## config.mk

```make
export PLATFORM = sky130hd
export DESIGN_NAME = gpr_emitter
export DESIGN_NICKNAME = d
export VERILOG_FILES = /design/src/hw/rtl/gpr_pkg.sv /design/src/hw/rtl/gpr_emitter.sv
export SDC_FILE = /design/constraint.sdc
export NUM_CORES = 1
export LEC_CHECK = 0
export ABC_CLOCK_PERIOD_IN_PS = 7900
export BUFFER_PORTS_ARGS = -buffer_cell sky130_fd_sc_hd__buf_2
export CAP_MARGIN = 30
export CORE_UTILIZATION = 60
export CTS_BUF_LIST = sky130_fd_sc_hd__clkbuf_8
export DETAILED_ROUTE_END_ITERATION = 8
export PLACE_DENSITY = 0.88
export REMOVE_ABC_BUFFERS = 1
export SYNTH_ARGS = -nofsm -noshare
export SYNTH_HDL_FRONTEND = slang
export SYNTH_SLANG_ARGS = --single-unit
```

## constraint.sdc

```tcl
create_clock -name i_clk -period 7.9 [get_ports i_clk]
set_clock_uncertainty 0.05 [all_clocks]
set_input_delay 1.185 -clock i_clk [delete_from_list [all_inputs] [get_ports i_clk]]
set_output_delay 1.185 -clock i_clk [all_outputs]
set_load 0.05 [all_outputs]
```

## src/hw/rtl/gpr_pkg.sv

```systemverilog
// Shared types, constants and configuration codes of the Gaussian pyramid reduce unit.
`timescale 1ns / 1ps

package gpr_pkg;

    localparam int MAX_WIDTH  = 4096;
    localparam int PIXEL_BITS = 16;

    localparam int FW_W       = 13;
    localparam int FH_W       = 16;
    localparam int CX_OUT_W   = 11;
    localparam int CY_W       = 15;
    localparam int CXS_W      = 13;
    localparam int CFG_IDX_W  = 2;
    localparam int CFG_DATA_W = 16;

    localparam logic [FW_W-1:0] FINE_WIDTH_RESET  = 13'd640;
    localparam logic [FH_W-1:0] FINE_HEIGHT_RESET = 16'd480;

    localparam logic [CFG_IDX_W-1:0] CFG_FINE_WIDTH  = 2'd0;
    localparam logic [CFG_IDX_W-1:0] CFG_FINE_HEIGHT = 2'd1;

    typedef struct packed {
        logic [FW_W-1:0] fine_width;
        logic [FH_W-1:0] fine_height;
    } t_cfg;

    typedef struct packed {
        logic             valid;
        logic [CXS_W-1:0] x0;
        logic [CXS_W-1:0] x1;
        logic [CY_W-1:0]  y0;
        logic [CY_W-1:0]  y1;
    } t_run;

endpackage

```

## src/hw/rtl/gpr_emitter.sv

```systemverilog
// Output register that walks one run of coarse pixels in coarse raster order.
`timescale 1ns / 1ps

module gpr_emitter #(
    parameter int PIXEL_BITS = gpr_pkg::PIXEL_BITS
) (
    input  logic                            i_clk,
    input  logic                            i_rst_n,
    input  gpr_pkg::t_run                   i_run,
    input  logic signed [PIXEL_BITS-1:0]    i_run_value,
    output logic                            o_load_ok,
    output logic                            o_valid,
    input  logic                            i_ready,
    output logic signed [PIXEL_BITS-1:0]    o_coarse_value,
    output logic [gpr_pkg::CX_OUT_W-1:0]    o_coarse_x,
    output logic [gpr_pkg::CY_W-1:0]        o_coarse_y,
    output logic                            o_run_last
);

    logic                        r_vld;
    logic                        r_last;
    logic [PIXEL_BITS-1:0]       r_value;
    logic [gpr_pkg::CXS_W-1:0]   r_cx;
    logic [gpr_pkg::CXS_W-1:0]   r_x0;
    logic [gpr_pkg::CXS_W-1:0]   r_x1;
    logic [gpr_pkg::CY_W-1:0]    r_cy;
    logic [gpr_pkg::CY_W-1:0]    r_y1;

    logic                        load;
    logic                        step;
    logic [gpr_pkg::CXS_W-1:0]   n_cx;
    logic [gpr_pkg::CY_W-1:0]    n_cy;

    assign o_load_ok = !r_vld || (i_ready && r_last);
    assign load      = i_run.valid && o_load_ok;
    assign step      = r_vld && i_ready && !r_last;

    always_comb begin
        if (r_cx == r_x1) begin
            n_cx = r_x0;
            n_cy = r_cy + gpr_pkg::CY_W'(1);
        end else begin
            n_cx = r_cx + gpr_pkg::CXS_W'(1);
            n_cy = r_cy;
        end
    end

    always_ff @(posedge i_clk) begin
        if (!i_rst_n) begin
            r_vld <= 1'b0;
        end else if (load) begin
            r_vld <= 1'b1;
        end else if (r_vld && i_ready && r_last) begin
            r_vld <= 1'b0;
        end
    end

    always_ff @(posedge i_clk) begin
        if (load) begin
            r_value <= i_run_value;
            r_cx    <= i_run.x0;
            r_cy    <= i_run.y0;
            r_x0    <= i_run.x0;
            r_x1    <= i_run.x1;
            r_y1    <= i_run.y1;
            r_last  <= (i_run.x0 == i_run.x1) && (i_run.y0 == i_run.y1);
        end else if (step) begin
            r_cx   <= n_cx;
            r_cy   <= n_cy;
            r_last <= (n_cx == r_x1) && (n_cy == r_y1);
        end
    end

    assign o_valid        = r_vld;
    assign o_coarse_value = r_value;
    assign o_coarse_x     = r_cx[gpr_pkg::CX_OUT_W-1:0];
    assign o_coarse_y     = r_cy;
    assign o_run_last     = r_last;

endmodule

```

==> results of run 1 <==
## final timing paths
check | slack, ns | from | end
setup / recovery | 4.05 | r_cx[8] | o_run_last
hold / removal | 0.62 | r_x0[2] | r_cx[2]
setup reg to reg | 4.05 | r_cx[8] | o_run_last
hold reg to reg | 0.62 | r_x0[2] | r_cx[2]
## per-stage QoR
stage | cells | util [%]
3_5_place_dp | 637 | 70.47
2_1_floorplan | 411 | -
3_3_place_gp | 637 | 70.47
5_1_grt | 651 | 73.02
4_1_cts | 651 | 73.02
6_report | 651 | 73.02
## cells in the mapped netlist (all sizes together), types with 3 or more instances
| cell type | n |
|---|---|
| edfxtp | 86 |
| xnor2 | 52 |
| nand2 | 45 |
| xor2 | 27 |
| o21ai | 24 |
| inv | 21 |
| nor2 | 21 |
| nand4 | 16 |
| buf | 14 |
| nand3 | 14 |
| a21oi | 12 |
| nor3 | 11 |
| clkbuf | 10 |
| mux2i | 10 |
| nor4 | 9 |
| nand2b | 7 |
| o22ai | 6 |
| and2 | 4 |
| o21a | 3 |
| o31ai | 3 |
| or4 | 3 |
## flip-flops by register name, summed over array words and instances (netlist names)
| signal | cells |
|---|---|
| o_coarse_value | 16 |
| o_coarse_y | 15 |
| o_run_last | 1 |
| o_valid | 1 |
| r_cx | 13 |
| r_x0 | 13 |
| r_x1 | 13 |
| r_y1 | 15 |
## placed cells by master (no fill, tap or decap), types with 3 or more instances in the layout
cell,netlist,final
buf_2,0,120
edfxtp_1,86,86
xnor2_1,52,52
nand2_1,45,45
xor2_1,27,27
o21ai_0,24,24
inv_1,21,21
nor2_1,21,21
nand4_1,16,16
nand3_1,14,14
mux2i_1,10,10
a21oi_1,11,10
nor3_1,9,9
clkbuf_8,0,9
nor4_1,8,8
nand2b_1,7,7
o22ai_1,6,6
buf_4,11,4
and2_1,3,3
o21a_1,3,3
## kinds of logic after synthesis
| kind of cell | count (synthesis) | share of synthesized area, % |
|---|---|---|
| xor+xnor | 82 | 15.46 |
| buf+inv | 45 | 4.729 |
| mux | 12 | 2.492 |
| simple gates | 138 | 14.24 |
| compound gates | 69 | 9.688 |
| fa+ha+maj | 2 | 0.5084 |
| flops | 87 | 52.89 |
## power by group
| part | internal, mW | switching [mW] |
|---|---|---|
| Combinational | 0.0976 | 0.193 |
| Sequential | 0.557 | 0.0460 |
| Clock | 0.173 | 0.156 |
## worst reg2reg max path, delay by kind of cell, from the launching register on
family,cells,cell delay (ns)
and+or+nand+nor,3,1.66
AOI/OAI and AO/OA,3,0.82
DFF,1,0.49
buffers and inverters,1,0.34
xor gates and xnor gates,2,0.34
## layout make-up
type,count,area [sq um],area share [%]
tap,102,127.6,2.227
multi-input combinational,303,2090,36.46
sequential,87,2603,45.41
timing repair buffer,124,630.6,11.00
inverter,21,80.08,1.397
clock buffer,9,123.9,2.162
clock inverter,5,76.32,1.332
## routing by layer
layer / track usage (%) / wire length, microns / part of all wire (%) / vias to the layer above
li1: - / - / - / 1803
met1: 44.44 / 5413 / 42 / 1870
met2: 48.95 / 5994 / 46 / 231
met3: 5.829 / 1133 / 8.7 / 36
met4: 13.80 / 456 / 3.5 / 0
met5: 0 / 0 / 0 / -
==> metrics, run 1 <==
root buffer cell=clkbuf_8; crit-path leading delay family=simple AND/OR/NAND/NOR gates; initial DRC count=276; CTS resizes=0; final setup violation count=0; hpwl dp=9762 microns; Rel. slew slack=37.85%; via count=3940; Remaining DRCs=0; unrepaired setup endpoints after global routing=false; Syn. warnings=0; share of the synthesized area in the top cell type=52.48%; Power Total=1.223 mW; Netlist cell types=56; Clock H-tree levels=3; CTS tree=built; Die H=92.56 microns; critical-path cell with the highest stage delay=or4_1; EDFF count, synth=86; R2R cell count=9; HP Class=flop to flop; WHS=0.6177 ns; Seq cells post-synth=87; Starting Density=62.71%; fin. max-slew vios=0; CP most frequent cell=xor2_1; grt ovf=0; DR vias/cell=6.052; ys async rst share=0%; vias in the first global route=3869; global placer's final weighted congestion=0.9490; post-synth top area cell=edfxtp_1; CP Capture Type=flop; power per cell area=213.5 nW/um^2; static leakage=2.238 nW; antenna-violating nets left=0; Synth Flop Type=edfxtp_1; Setup WS pre-CTS=4.097 ns; largest net degree at the start of global routing=91; Critical Path RT=8.04 ns; Core ar.=7848 sq um; total track usage=31.86%; endpoints failing hold=0; maximum clock rate=259.8 MHz; final worst path period share=48.72%; Avg Inst Size Synth=11.31 sq um; mapped cell area=4921 sq um; CP Class=flop to flop; drt wl/cell=19.96 microns; Post-CTS Setup Bufs=0; antenna fix cells=0; initial antenna violation count=0; synthesis-to-layout area growth=16.45%; Arrival @ worst endpoint=3.99 ns; Nets=624; hold-critical path depth=2; IO buf count=120; I/O pin count=121; number of max-cap violations=0; # hold bufs at CTS=0; crit path cell chain=xor2_1, or4_4, or4_1, buf_4, nor3_2, xor2_1, a2111oi_2, o2111ai_1, o31ai_2; share of layout cells above drive strength 1=27.50%; maximum vdd drop=0.1744 mV; post-layout min period=3.849 ns; worst stage delay on the critical path=0.75 ns; register area share after synthesis=52.89%; TritonCTS Sinks=87; fillcell total=586; worst path bufs/invs=1; final wirelength=13000 microns; Clk pin slew, worst setup/hold paths=0.09 ns; Worst path depth=9; Area contributors post-synth=edfxtp_1, xnor2_1, xor2_1; First-pass DRT Iterations=5; final non-filler cell area=5731 sq um; Worst setup SP type=flop; outcome=completed; CTS Buf Count=9; Tightest Pin Transition=0.9322 ns; die width=92.56 microns; worst-skew pair later-pin latency=0.35 ns; CP Max Fanout=18; die footprint=8567 sq um; maximum root-to-sink buffer count=2; setup_tns=0 ns; num rows=32; Synth Instances=435; Placed Area=5530 sq um; first-pass GRT wire length=20240 microns; fin worst setup slack=4.051 ns
(Power assumes the default switching activity.)
==> run 2: changes to the inputs <==
Settings changed: ABC_CLOCK_PERIOD_IN_PS 7900 to 3700, CORE_UTILIZATION 60 to 56, PLACE_DENSITY 0.88 to 0.83.
Clock period 7.9 ns to 3.7 ns, I/O delays scaled along.
==> metrics, run 2 (synthesized netlist as in run 1, its figures left out) <==
# placed instances=648; Critical Path RT=3.86 ns; final worst path period share=92.85%; first-pass GRT wire length=20040 microns; synthesis-to-layout area growth=18.05%; CP Class=flop to flop; WHS=0.3030 ns; antenna fix cells=0; HP Class=input pin to flop; CTS resizes=0; Nets=632; Post-CTS Setup Bufs=0; Tightest Pin Transition=0.7243 ns; via count=3900; outcome=completed; global placer's final weighted congestion=0.9251; maximum clock rate=291.1 MHz; CP Capture Type=flop; fin. max-slew vios=0; num rows=33; CP Max Fanout=22; Die H=95.74 microns; Clock H-tree levels=3; Starting Density=59.00%; Worst setup SP type=flop; die footprint=9166 sq um; post-layout min period=3.435 ns; CTS tree=built; number of max-cap violations=0; maximum vdd drop=0.2659 mV; vias in the first global route=3762; worst-skew pair later-pin latency=0.37 ns; crit path cell chain=xor2_1, or4_4, or4_4, buf_12, nor3_4, xor2_1, a2111oi_2, o2111ai_1, o31ai_2; Arrival @ worst endpoint=3.59 ns; largest net degree at the start of global routing=64; initial antenna violation count=0; post-route insts no fill=664; maximum root-to-sink buffer count=2; final setup violation count=0; share of layout cells above drive strength 1=29.16%; power per cell area=445.3 nW/um^2; endpoints failing hold=0; commonest non-fill, non-tap cell in the layout=buf_2; initial DRC count=288; die width=95.74 microns; final wirelength=12970 microns; IO buf count=120; static leakage=2.298 nW; max reg flops=16; Rel. slew slack=51.72%; critical-path cell with the highest stage delay=or4_4; unrepaired setup endpoints after global routing=false; final core occ=69.65%; DR vias/cell=5.873; Remaining DRCs=0; hpwl dp=9878 microns; First-pass DRT Iterations=5; Clk pin slew, worst setup/hold paths=0.11 ns; Core ar.=8341 sq um; grt ovf=0; root buffer cell=clkbuf_8; total track usage=30.16%; drt wl/cell=19.53 microns; Power Total=2.587 mW; I/O pin count=121; CTS Buf Count=9; # hold bufs at CTS=0; TritonCTS Sinks=87; setup_tns=0 ns; antenna-violating nets left=0; commonest non-fill, non-tap cells in the layout=buf_2, edfxtp_1, xnor2_1, nand2_1, xor2_1; worst stage delay on the critical path=0.57 ns
run 2: cell types whose count changed in the layout (fill, tap and decap cells not counted), moves of 2 or more:
cell	previous run	this run
inv_8	0	3
bufinv_16	2	0
inv_6	0	3
buf_4	4	11
run 2: critical path, delay by kind of cell (launching register included):
family / cells / cell delay (ns)
and+or+nand+nor: 3 / 1.41
AOI/OAI and AO/OA: 3 / 0.75
DFF: 1 / 0.50
xor gates and xnor gates: 2 / 0.34
buffers and inverters: 1 / 0.20
run 2: metrics by stage:
step	instance area, sq um	worst slack, ns
2_1_floorplan	4767	-0.5573
3_3_place_gp	5607	0.2398
3_5_place_dp	5607	0.1118
4_1_cts	5799	0.03810
5_1_grt	5809	0.1325
6_report	5809	0.2647
run 2: power breakdown:
part | switching [mW] | internal [mW] | leakage [nW] | total [mW]
registers | 0.0871 | 1.19 | 0.842 | 1.27
logic | 0.428 | 0.217 | 1.36 | 0.645
clock network | 0.401 | 0.267 | 0.101 | 0.667
total | 0.916 | 1.67 | 2.30 | 2.59
run 2: worst paths after layout:
check | start | endpoint | slack [ns] | cells after the start
min | i_run_value[4] | o_coarse_value[4] | 0.30 | 1
max reg2reg | r_cx[8] | o_run_last | 0.26 | 9
min reg2reg | o_valid | o_valid | 0.65 | 2
max | r_cx[8] | o_run_last | 0.26 | 9
run 2: cell type report:
cell class / count / area [sq um]
sequential: 87 / 2603
fill: 674 / 2531
multi-input combinational: 303 / 2100
timing repair buffer: 132 / 703.2
tap: 105 / 131.4
clock buffer: 9 / 123.9
inverter: 21 / 80.08
clock inverter: 7 / 68.82
run 2: layer usage:
| layer | GRT usage [%] | part of all wire, % |
|---|---|---|
| met5 | 0 | 0 |
| met2 | 46.13 | 45 |
| met1 | 43.09 | 44 |
| met4 | 10.32 | 2.2 |
| met3 | 5.924 | 9.1 |
